<file path="src/hw/rtl/tmhs_pkg.sv">
// ----------------------------------------------------------------------------
// tmhs_pkg
// Shared types and constants for the template minimum Hamming distance scan.
// ----------------------------------------------------------------------------
package tmhs_pkg;

	localparam int WORD_W    = 64;	// packed gram, two bits per symbol
	localparam int ACT_W     = 2;
	localparam int DIST_W    = 6;	// distance and running minimum
	localparam int IDX_OUT_W = 6;	// template_index port

	typedef enum logic [ACT_W-1:0] {
		ACT_CLEAR  = 2'd0,
		ACT_LOAD   = 2'd1,
		ACT_SCORE  = 2'd2,
		ACT_REPORT = 2'd3
	} action_t;

	typedef enum logic [2:0] {
		ST_IDLE,
		ST_SCORE,
		ST_DRAIN,
		ST_REP_RD,
		ST_REP_LD
	} state_t;

	// controller -> datapath
	typedef struct packed {
		logic clear;
		logic load;
		logic score_start;
		logic score_issue;
		logic rep_start;
		logic rep_issue;
		logic rep_load;
	} cmd_t;

	// datapath -> controller
	typedef struct packed {
		logic cnt_zero;
		logic iter_last;
		logic pipe_busy;
		logic out_free;
	} status_t;

endpackage

</file>
<file path="src/hw/rtl/template_min_hamming_scan.sv">
// ----------------------------------------------------------------------------
// template_min_hamming_scan
// Running minimum symbol-wise Hamming distance of packed DNA grams to a table.
// ----------------------------------------------------------------------------
// Holds up to MAX_TEMPLATES packed 2-bit DNA templates, each with a running
// minimum distance set to GRAM_SYMBOLS+1 on load. Requests: clear (0), load
// (1), score (2) and report (3). Clear and load complete in the accept cycle
// and the block is ready again on the next one; a load into a full table is
// dropped. A score walks the table through the single read port of the
// template memory, one template per cycle, through a three-stage read,
// distance and write-back pipeline, and stalls the input until the pipeline
// has drained. A report reads the minima one at a time into the result
// register, holding each read back while the output is stalled; the last
// result carries last=1 and the input is free again as soon as it is
// registered. Score or report on an empty table do nothing. Symbol 0 sits in
// word[1:0]; only the low 2*GRAM_SYMBOLS bits take part in the distance.
// ----------------------------------------------------------------------------
module template_min_hamming_scan #(
	parameter int MAX_TEMPLATES = 64,
	parameter int GRAM_SYMBOLS  = 32
) (
	input  logic                             clk,
	input  logic                             arst_n,
	// request channel
	input  logic                             in_valid,
	output logic                             in_stall,
	input  logic [tmhs_pkg::ACT_W-1:0]       action,
	input  logic [tmhs_pkg::WORD_W-1:0]      word,
	// result channel
	output logic                             out_valid,
	input  logic                             out_stall,
	output logic [tmhs_pkg::IDX_OUT_W-1:0]   template_index,
	output logic [tmhs_pkg::DIST_W-1:0]      min_distance,
	output logic                             last
);
	import tmhs_pkg::*;

	cmd_t    cmd;
	status_t sts;

	// sequencer: owns the handshake on the request side
	tmhs_ctrl u_ctrl (
		.clk      (clk),
		.arst_n   (arst_n),
		.in_valid (in_valid),
		.action   (action),
		.in_stall (in_stall),
		.sts      (sts),
		.cmd      (cmd)
	);

	// storage, distance pipeline and result register
	tmhs_datapath #(
		.MAX_TEMPLATES (MAX_TEMPLATES),
		.GRAM_SYMBOLS  (GRAM_SYMBOLS)
	) u_datapath (
		.clk            (clk),
		.arst_n         (arst_n),
		.word           (word),
		.cmd            (cmd),
		.sts            (sts),
		.out_valid      (out_valid),
		.out_stall      (out_stall),
		.template_index (template_index),
		.min_distance   (min_distance),
		.last           (last)
	);

endmodule

</file>
<file path="src/hw/rtl/tmhs_ctrl.sv">
// ----------------------------------------------------------------------------
// tmhs_ctrl
// Sequencer: decodes requests and steps the datapath through score and report.
// ----------------------------------------------------------------------------
module tmhs_ctrl (
	input  logic                        clk,
	input  logic                        arst_n,
	input  logic                        in_valid,
	input  logic [tmhs_pkg::ACT_W-1:0]  action,
	output logic                        in_stall,
	input  tmhs_pkg::status_t           sts,
	output tmhs_pkg::cmd_t              cmd
);
	import tmhs_pkg::*;

	state_t  state_q;
	state_t  state_d;
	action_t act;
	logic    accept;

	assign act    = action_t'(action);
	assign accept = in_valid && (state_q == ST_IDLE);

	always_ff @(posedge clk or negedge arst_n) begin
		if (!arst_n) begin
			state_q <= ST_IDLE;
		end else begin
			state_q <= state_d;
		end
	end

	always_comb begin
		state_d = state_q;
		case (state_q)
			ST_IDLE: begin
				if (accept) begin
					case (act)
						ACT_SCORE:  if (!sts.cnt_zero) state_d = ST_SCORE;
						ACT_REPORT: if (!sts.cnt_zero) state_d = ST_REP_RD;
						default:    state_d = ST_IDLE;
					endcase
				end
			end
			ST_SCORE:  if (sts.iter_last) state_d = ST_DRAIN;
			ST_DRAIN:  if (!sts.pipe_busy) state_d = ST_IDLE;
			ST_REP_RD: if (sts.out_free) state_d = ST_REP_LD;
			ST_REP_LD: state_d = sts.iter_last ? ST_IDLE : ST_REP_RD;
			default:   state_d = ST_IDLE;
		endcase
	end

	always_comb begin
		cmd      = '0;
		in_stall = (state_q != ST_IDLE);
		case (state_q)
			ST_IDLE: begin
				if (accept) begin
					case (act)
						ACT_CLEAR:  cmd.clear       = 1'b1;
						ACT_LOAD:   cmd.load        = 1'b1;
						ACT_SCORE:  cmd.score_start = 1'b1;
						ACT_REPORT: cmd.rep_start   = 1'b1;
						default:    cmd             = '0;
					endcase
				end
			end
			ST_SCORE:  cmd.score_issue = 1'b1;
			ST_REP_RD: cmd.rep_issue   = sts.out_free;
			ST_REP_LD: cmd.rep_load    = 1'b1;
			default:   cmd             = '0;
		endcase
	end

endmodule

</file>
<file path="src/hw/rtl/tmhs_datapath.sv">
// ----------------------------------------------------------------------------
// tmhs_datapath
// Template and minimum memories, distance pipeline and result register.
// ----------------------------------------------------------------------------
module tmhs_datapath #(
	parameter int MAX_TEMPLATES = 64,
	parameter int GRAM_SYMBOLS  = 32
) (
	input  logic                             clk,
	input  logic                             arst_n,
	input  logic [tmhs_pkg::WORD_W-1:0]      word,
	input  tmhs_pkg::cmd_t                   cmd,
	output tmhs_pkg::status_t                sts,
	output logic                             out_valid,
	input  logic                             out_stall,
	output logic [tmhs_pkg::IDX_OUT_W-1:0]   template_index,
	output logic [tmhs_pkg::DIST_W-1:0]      min_distance,
	output logic                             last
);
	import tmhs_pkg::*;

	localparam int IDX_W     = (MAX_TEMPLATES > 1) ? $clog2(MAX_TEMPLATES) : 1;
	localparam int CNT_W     = $clog2(MAX_TEMPLATES + 1);
	localparam int GRAM_BITS = 2 * GRAM_SYMBOLS;
	localparam logic [DIST_W-1:0] MIN_INIT = DIST_W'(GRAM_SYMBOLS + 1);

	logic [WORD_W-1:0]    tmpl_mem [MAX_TEMPLATES];
	logic [DIST_W-1:0]    min_mem  [MAX_TEMPLATES];

	logic [CNT_W-1:0]     count_q;
	logic [IDX_W-1:0]     iter_q;
	logic [GRAM_BITS-1:0] gram_q;

	logic                 full;
	logic                 load_we;
	logic [IDX_W-1:0]     ld_addr;
	logic                 rd_en;

	logic [WORD_W-1:0]    tmpl_rd_s1;
	logic [DIST_W-1:0]    min_rd_s1;
	logic [IDX_W-1:0]     addr_s1;
	logic                 v_s1;

	logic [DIST_W-1:0]    dist_s2;
	logic [DIST_W-1:0]    min_s2;
	logic [IDX_W-1:0]     addr_s2;
	logic                 v_s2;

	logic [GRAM_BITS-1:0]    diff;
	logic [GRAM_SYMBOLS-1:0] mismatch;
	logic [DIST_W-1:0]       gram_dist;

	logic                 wb_we;
	logic                 min_we;
	logic [IDX_W-1:0]     min_waddr;
	logic [DIST_W-1:0]    min_wdata;

	logic                 out_valid_q;
	logic [IDX_OUT_W-1:0] out_idx_q;
	logic [DIST_W-1:0]    out_min_q;
	logic                 out_last_q;

	assign full    = (count_q == CNT_W'(MAX_TEMPLATES));
	assign load_we = cmd.load && !full;
	assign ld_addr = count_q[IDX_W-1:0];
	assign rd_en   = cmd.score_issue || cmd.rep_issue;

	// table fill and iteration
	always_ff @(posedge clk or negedge arst_n) begin
		if (!arst_n) begin
			count_q <= '0;
		end else if (cmd.clear) begin
			count_q <= '0;
		end else if (load_we) begin
			count_q <= count_q + CNT_W'(1);
		end
	end

	always_ff @(posedge clk or negedge arst_n) begin
		if (!arst_n) begin
			iter_q <= '0;
		end else if (cmd.score_start || cmd.rep_start) begin
			iter_q <= '0;
		end else if (cmd.score_issue || cmd.rep_load) begin
			iter_q <= iter_q + IDX_W'(1);
		end
	end

	always_ff @(posedge clk) begin
		if (cmd.score_start) begin
			gram_q <= word[GRAM_BITS-1:0];
		end
	end

	// memories: one write port each, shared registered read address
	always_ff @(posedge clk) begin
		if (load_we) begin
			tmpl_mem[ld_addr] <= word;
		end
		if (rd_en) begin
			tmpl_rd_s1 <= tmpl_mem[iter_q];
		end
	end

	// load and score write-back never overlap
	assign wb_we     = v_s2 && (dist_s2 < min_s2);
	assign min_we    = load_we || wb_we;
	assign min_waddr = load_we ? ld_addr : addr_s2;
	assign min_wdata = load_we ? MIN_INIT : dist_s2;

	always_ff @(posedge clk) begin
		if (min_we) begin
			min_mem[min_waddr] <= min_wdata;
		end
		if (rd_en) begin
			min_rd_s1 <= min_mem[iter_q];
		end
	end

	// distance stage
	assign diff = gram_q ^ tmpl_rd_s1[GRAM_BITS-1:0];

	always_comb begin
		for (int k = 0; k < GRAM_SYMBOLS; k++) begin
			mismatch[k] = diff[2*k] | diff[2*k+1];
		end
	end

	assign gram_dist = DIST_W'($countones(mismatch));

	always_ff @(posedge clk or negedge arst_n) begin
		if (!arst_n) begin
			v_s1 <= 1'b0;
			v_s2 <= 1'b0;
		end else begin
			v_s1 <= cmd.score_issue;
			v_s2 <= v_s1;
		end
	end

	always_ff @(posedge clk) begin
		addr_s1 <= iter_q;
		dist_s2 <= gram_dist;
		min_s2  <= min_rd_s1;
		addr_s2 <= addr_s1;
	end

	// result register
	always_ff @(posedge clk or negedge arst_n) begin
		if (!arst_n) begin
			out_valid_q <= 1'b0;
		end else if (cmd.rep_load) begin
			out_valid_q <= 1'b1;
		end else if (!out_stall) begin
			out_valid_q <= 1'b0;
		end
	end

	always_ff @(posedge clk) begin
		if (cmd.rep_load) begin
			out_idx_q  <= IDX_OUT_W'(iter_q);
			out_min_q  <= min_rd_s1;
			out_last_q <= sts.iter_last;
		end
	end

	assign sts.cnt_zero  = (count_q == '0);
	assign sts.iter_last = ((CNT_W'(iter_q) + CNT_W'(1)) == count_q);
	assign sts.pipe_busy = v_s1 || v_s2;
	assign sts.out_free  = !out_valid_q || !out_stall;

	assign out_valid      = out_valid_q;
	assign template_index = out_idx_q;
	assign min_distance   = out_min_q;
	assign last           = out_last_q;

endmodule

</file>
<file path="config.mk">
export PLATFORM = sky130hd
export DESIGN_NAME = template_min_hamming_scan
export DESIGN_NICKNAME = d
export VERILOG_FILES = /design/src/hw/rtl/tmhs_pkg.sv /design/src/hw/rtl/template_min_hamming_scan.sv /design/src/hw/rtl/tmhs_ctrl.sv /design/src/hw/rtl/tmhs_datapath.sv
export SDC_FILE = /design/constraint.sdc
export NUM_CORES = 2
export LEC_CHECK = 0
export BUFFER_PORTS_ARGS = -buffer_cell sky130_fd_sc_hd__buf_4
export CAP_MARGIN = 10
export CORE_ASPECT_RATIO = 0.6
export CORE_MARGIN = 2
export CORE_UTILIZATION = 50
export CTS_BUF_LIST = sky130_fd_sc_hd__clkbuf_16
export CTS_CLUSTER_DIAMETER = 60
export CTS_CLUSTER_SIZE = 12
export DETAILED_ROUTE_END_ITERATION = 16
export GPL_TIMING_DRIVEN = 1
export PLACE_DENSITY = 0.65
export SYNTH_ARGS = -nofsm -noshare
export SYNTH_HDL_FRONTEND = slang
export SYNTH_MEMORY_MAX_BITS = 65536
export SYNTH_SLANG_ARGS = --single-unit
</file>
<file path="constraint.sdc">
create_clock -name clk -period 8.71 [get_ports clk]
set_input_delay 0 -clock clk [delete_from_list [all_inputs] [get_ports clk]]
set_output_delay 0 -clock clk [all_outputs]
set_load 0.01 [all_outputs]
</file>
# After elaboration in Yosys (flattened, before gate mapping)
# Memory sizes are Yosys's and may differ from the RTL's. A register that Yosys moved wholly into a read port is not among the register bits.
# Index checks and enable logic that the tools add are counted.
[totals] register_bits=120 ramBits=4480 in_bits=70 wordCells=150 n_memories=2
[classes] addsub=34 n_lt_le_gt_ge=1 eq_ne=16 n_mux=31 n_bitwise=33 n_reduce_logical=19
[mem_list] name="u_datapath.tmpl_mem" words=64 width=64 read_ports=1 rd_ports_with_merged_regs=1 wr=1 line="tmhs_datapath.sv:27" rtl="logic [WORD_W-1:0] tmpl_mem [MAX_TEMPLATES];"
[mem_list] name="u_datapath.min_mem" words=64 width=6 read_ports=1 rd_ports_with_merged_regs=1 wr=1 line="tmhs_datapath.sv:28" rtl="logic [DIST_W-1:0] min_mem [MAX_TEMPLATES];"
[ops] op="adder 6 bit" n=15
[ops] op="bitwise XOR 64 bit" n=1
[ops] op="adder 1 x 1 -> 2 bit" n=16
[ops] op="OR 1 bit" n=32
[ops] op="two-way mux 6 bit" n=4
[ops] op="two-way mux 3 bit" n=7
[ops] op="two-way mux 7 bit" n=3
[ops] op="one-hot mux 3 bit (5 select lines)" n=1
[ops] op="two-way mux 1 bit" n=11
[ops] op="inequality test 2 x 1 -> 1 bit (second input constant)" n=4
[ops] op="adder 6 x 1 -> 7 bit (second input constant)" n=1
[ops] op="adder 7 x 1 -> 7 bit (second input constant)" n=1
[ops] op="== test 7 bit" n=1
[ops] op="== test 7 bit (second input constant)" n=1
[ops] op="logical NOT 7 bit" n=1
[ops] op="adder 6 x 1 -> 6 bit (second input constant)" n=1
[ops] op="== test 3 x 2 -> 1 bit (second input constant)" n=2
[ops] op="logical OR 1 bit" n=6
[ops] op="< comparator 6 bit" n=1
[ops] op="inequality test 3 bit (second input constant)" n=2
[ops] op="one-hot mux 1 bit (2 select lines)" n=3
[ops] op="one-hot mux 3 bit (2 select lines)" n=1
[ops] op="AND reduction 6 bit" n=1
[ops] op="== test 2 bit (second input constant)" n=2
[ops] op="11 further kinds" n=16

# Longest topological paths before layout
[depth] depth_word=8 ltp_mapped=18

# Modules after synthesis
# Synthesis repeated with hierarchy kept, for this count alone.
[unflattened] cells_unflattened=7925 hier_area_um2=179007.9
[modules_own_cells] module="tmhs_datapath" n_inst=1 cells_per_inst=7892 area_each_um2=178748.9
[modules_own_cells] module="tmhs_ctrl" n_inst=1 cells_per_inst=33 area_each_um2=259.0

# Worst setup path before layout
# No wires, ideal clock.
[synth_path] path_type="register -> register" from="register u_datapath.count_q[0]" to="memory u_datapath.tmpl_mem[59][0], enable pin" setup_time_ps=487 arrival_time_ps=4614 slack_ps=3610 stages_incl_launch_ff=11 n_path_buf=2 path_cell_list="dfrtp_1 -> clkbuf_1 -> inv_1 -> ha_1 -> or4b_4 -> nor3_4 -> nand2b_1 -> buf_4 -> nor2_1 -> nand3_1 -> nor2_1"
[synth_via] elab_chain_cells=5
[synth_rtl] element="start: declaration" line="tmhs_datapath.sv:30" rtl="logic [CNT_W-1:0] count_q;"
[synth_rtl] element="start signal: assignment" line="tmhs_datapath.sv:75" rtl="count_q <= count_q + CNT_W'(1);"
[synth_rtl] element="== test 7 bit" line="tmhs_datapath.sv:63" rtl="assign full = (count_q == CNT_W'(MAX_TEMPLATES));"
[synth_rtl] element="logical NOT 1 bit" line="tmhs_datapath.sv:64" rtl="assign load_we = cmd.load && !full;"
[synth_rtl] element="logical AND 1 bit" line="tmhs_datapath.sv:64"
[synth_rtl] element="two-way mux 1 bit" line="tmhs_datapath.sv:97" rtl="if (load_we) begin"
[synth_rtl] element="two-way mux 1 bit (implied by the code)" line="tmhs_datapath.sv:98" rtl="tmpl_mem[ld_addr] <= word;"
[synth_rtl] element="end: declaration" line="tmhs_datapath.sv:27"
# Several ways; a longest one is shown, not always the timed one.

# Worst setup path in the final report
[layout_path] from="register u_ctrl.state_q[1]" to="memory u_datapath.tmpl_mem[11][15], enable pin"
[layout_via] elab_chain_cells=7
[layout_rtl] element="start: declaration" line="tmhs_ctrl.sv:16" rtl="state_t state_q;"
[layout_rtl] element="start signal: assignment" line="tmhs_ctrl.sv:28" rtl="state_q <= state_d;"
[layout_rtl] element="logical NOT 3 bit (*)" line="tmhs_ctrl.sv:22, tmhs_ctrl.sv:55"
[layout_rtl] element="logical AND 1 bit" line="tmhs_ctrl.sv:22" rtl="assign accept = in_valid && (state_q == ST_IDLE);"
[layout_rtl] element="two-way mux 7 bit" line="tmhs_ctrl.sv:57" rtl="if (accept) begin"
[layout_rtl] element="two-way mux 3 bit (*)" line="tmhs_ctrl.sv:55" rtl="case (state_q)"
[layout_rtl] element="logical AND 1 bit (*)" line="tmhs_datapath.sv:64"
[layout_rtl] element="two-way mux 1 bit (*)" line="tmhs_datapath.sv:97"
[layout_rtl] element="two-way mux 1 bit (implied by the code) (*)" line="tmhs_datapath.sv:98"
# Every way passes the cells marked *; elsewhere a longest branch is shown, timed or not.

==> results.json <==
{
  "avgSynthCellArea_um2": 23.0,
  "die_h_um": 465,
  "ir_drop_mv": 1.33,
  "netlist-cell-type-count": 60,
  "core_area_um2": 353000,
  "cp_data_arrival_time_ns": 5.80,
  "worstSetupPathType": "register to register",
  "placed_cells": 12238,
  "root_buffer": "clkbuf_16",
  "die_x_um": 772,
  "cellPowerDensity_nw_per_um2": 310,
  "hold_viol_final": 0,
  "overflow": 0,
  "p_leak_nw": 59.6,
  "grt_first_pass_wirelength_mm": 667,
  "routed_via_density": 6.80,
  "final_nets": 8181,
  "crit_required_ns": 9.29,
  "postRouteWirelength_mm": 477,
  "swShare": 0.303,
  "syn_to_final_growth_pct": 11.0,
  "syn_area_um2": 177000,
  "drc": 0,
  "grt_max_degree": 110,
  "synth_nets": 7805,
  "drtAntennaViolNets": 0,
  "fin_crit_ns": 5.22,
  "synthArstFlopShare": 0.00407,
  "crit_chain": "nor3_2 -> and3_1 -> nand2b_1 -> buf_4 -> nor2_1 -> nand3_1 -> nor2_4 -> buf_4",
  "worstMarginPinSlew_ns": 1.28,
  "intPower_mw": 42.4,
  "worstHoldPathType": "primary input to register",
  "final_common_cell": "edfxtp_1",
  "grt_usage": 0.264,
  "run_status": "complete, no violations",
  "drt_pass1_iterations": 5,
  "cts_resized": 0,
  "multi_input_area_um2": 35300,
  "p_switching_mw": 18.4,
  "fin_util": 0.557,
  "fmax_ghz": 0.192,
  "ios": 85,
  "combPwrFrac": 0.300,
  "critPathTopFamily": "simple AND/OR/NAND/NOR gates",
  "synthCells": 7677,
  "clk_latency_ns": 0.99,
  "via_count": 87299,
  "rows": 169,
  "sequentialPowerShare": 0.427,
  "ys_seq_elements": 4670,
  "cap_violations": 0,
  "seq_area_um2": 140000,
  "final_cell_mix": "edfxtp_1, mux4_2, a22oi_1",
  "yosys_warnings": 0,
  "layout-drive-gt1-share": 0.244,
  "path_clk_slew_ns": 0.07,
  "wire_per_inst_um": 37.1,
  "post-route-period-util": 0.599,
  "synth_edf_count": 4627,
  "crit_path_end_kind": "register",
  "htree_levels": 5,
  "fillers": 25496,
  "crit_slowest_cell": "nor2_4",
  "post-dp-hpwl_mm": 258,
  "grt_pass1_vias": 85510,
  "relSlewSlack": 0.146,
  "synthFlopType": "edfxtp_1",
  "gp_congestion": 0.833,
  "cp_num_buf_inv": 2,
  "finalMaxSlewViolations": 0,
  "start_util": 0.501,
  "path_max_fanout": 29,
  "finalNonFillerCells": 12830,
  "cts_tree": "done",
  "crit_top_cell": "buf_4",
  "synth_seq_area_share": 0.791,
  "finalSetupTns_ns": 0,
  "clkPwrFrac": 0.273,
  "cts_sinks": 4670,
  "crit_path_start_kind": "register",
  "skew_ns": 0.0559,
  "dpl_cell_area_um2": 184000,
  "antenna_found_initial": 29,
  "finish.instance_area_um2": 196000,
  "die-area_um2": 359000,
  "drtIter0Drc": 13846,
  "port_buffers": 84,
  "cts_made_buffers": 433,
  "cts.path.max_buffers": 4,
  "hold_slack_ns": 0.0824,
  "cpPeakStageDelay_ns": 1.09,
  "rsz0062_at_grt": "no",
  "setup_viol": 0
}
[area by class of cell]
cell class / count / area share
Antenna cell: 8 / 0.000102
Clock buffer: 438 / 0.0558
Clock inverter: 64 / 0.00225
Inverter: 65 / 0.00127
Multi-Input combinational cell: 2508 / 0.180
Sequential cell: 4670 / 0.713
Tap cell: 4702 / 0.0300
Timing Repair Buffer: 375 / 0.0180
[metrics by stage]
stage	power [mW]	setup WS, ns
after floorplan	39.1	3.61
after global placement	44.6	3.67
after detailed placement	44.5	3.53
after CTS	60.9	3.50
after global routing	63.1	3.39
final	60.8	3.49
[final timing paths]
check	startpoint	end	slack, ns	depth (start not counted)
hold reg to reg	u_datapath.addr_s1[3]$_DFF_P_	u_datapath.addr_s2[3]$_DFF_P_	0.33	0
max in group asynchronous	arst_n	u_datapath.iter_q[0]$_DFFE_PN0P_	7.71	3
hold / removal	action[0]	u_datapath.gram_q[59]$_DFFE_PP_	0.08	3
setup / recovery	u_ctrl.state_q[1]$_DFFE_PN0P_	u_datapath.tmpl_mem[11][15]$_DFFE_PP_	3.49	8
min in group asynchronous	arst_n	u_datapath.v_s2$_DFF_PN0_	0.30	3
setup reg to reg	u_ctrl.state_q[1]$_DFFE_PN0P_	u_datapath.tmpl_mem[11][15]$_DFFE_PP_	3.49	8
[power groups by stage]
stage	Clock [mW]	Combinational [mW]	Sequential [mW]
floorplan	0	12.8	26.3
global placement	0	18.2	26.4
detailed placement	0	18.0	26.5
CTS	16.8	18.1	26.0
global route	17.7	19.5	26.0
finish	16.6	18.2	26.0
[registers in the layout (all words and copies together) (netlist names), 7 cells and up]
name / cells
u_datapath.gram_q: 64
u_datapath.min_mem: 384
u_datapath.tmpl_rd_s1: 64
u_datapath.count_q: 7
u_datapath.tmpl_mem: 4096
[tightest hold or removal path: cells and delay by family]
family	cells	cell delay (ns)
buffers and inverters	2	0.71
AND/OR/NAND/NOR	1	0.12
[repair_timing]
item,CTS,global route
buffers inserted,0,0
hold buffers,75,0
hold endpoints to repair,4216,0
setup endpoints to repair,0,0
[logic make-up after synthesis]
group	count (synthesis)	share of synthesized area
fa+ha+maj	58	0.00521
flops	4670	0.791
compound gates	901	0.0343
xor+xnor	79	0.00391
mux	1122	0.143
simple gates	348	0.0104
buf+inv	499	0.0124
[metal layers]
metal	up-vias	routed length (µm)	share of wire	GRT usage
li1	33393	-	-	-
met1	47333	194000	0.41	0.407
met2	5847	211000	0.44	0.382
met3	706	58200	0.12	0.0659
met4	20	12900	0.027	0.0674
met5	-	127	0.00027	0
[synth_stat cells, types with 4 or more instances]
cell | instances | area, µm²
a21o_1 | 4 | 30.0
a21oi_1 | 294 | 1470
a22oi_1 | 560 | 4200
a31oi_1 | 4 | 25.0
a31oi_2 | 5 | 62.6
and2_1 | 5 | 31.3
buf_1 | 64 | 240
buf_2 | 102 | 510
buf_4 | 34 | 255
buf_6 | 8 | 90.1
clkbuf_1 | 226 | 848
dfrtp_1 | 19 | 475
dfxtp_1 | 24 | 480
edfxtp_1 | 4627 | 139000
fa_1 | 26 | 521
ha_1 | 32 | 400
inv_1 | 65 | 244
mux4_2 | 1120 | 25200
nand2_1 | 59 | 221
nand2b_1 | 11 | 68.8
nand3_1 | 9 | 45.0
nor2_1 | 91 | 342
nor2b_1 | 10 | 62.6
nor3_1 | 68 | 340
o21a_1 | 4 | 30.0
o21ai_0 | 12 | 60.1
or3_1 | 4 | 25.0
or4_1 | 71 | 533
xnor2_1 | 72 | 631
xor2_1 | 7 | 61.3
Note: power is estimated with default switching activity, not from simulation.
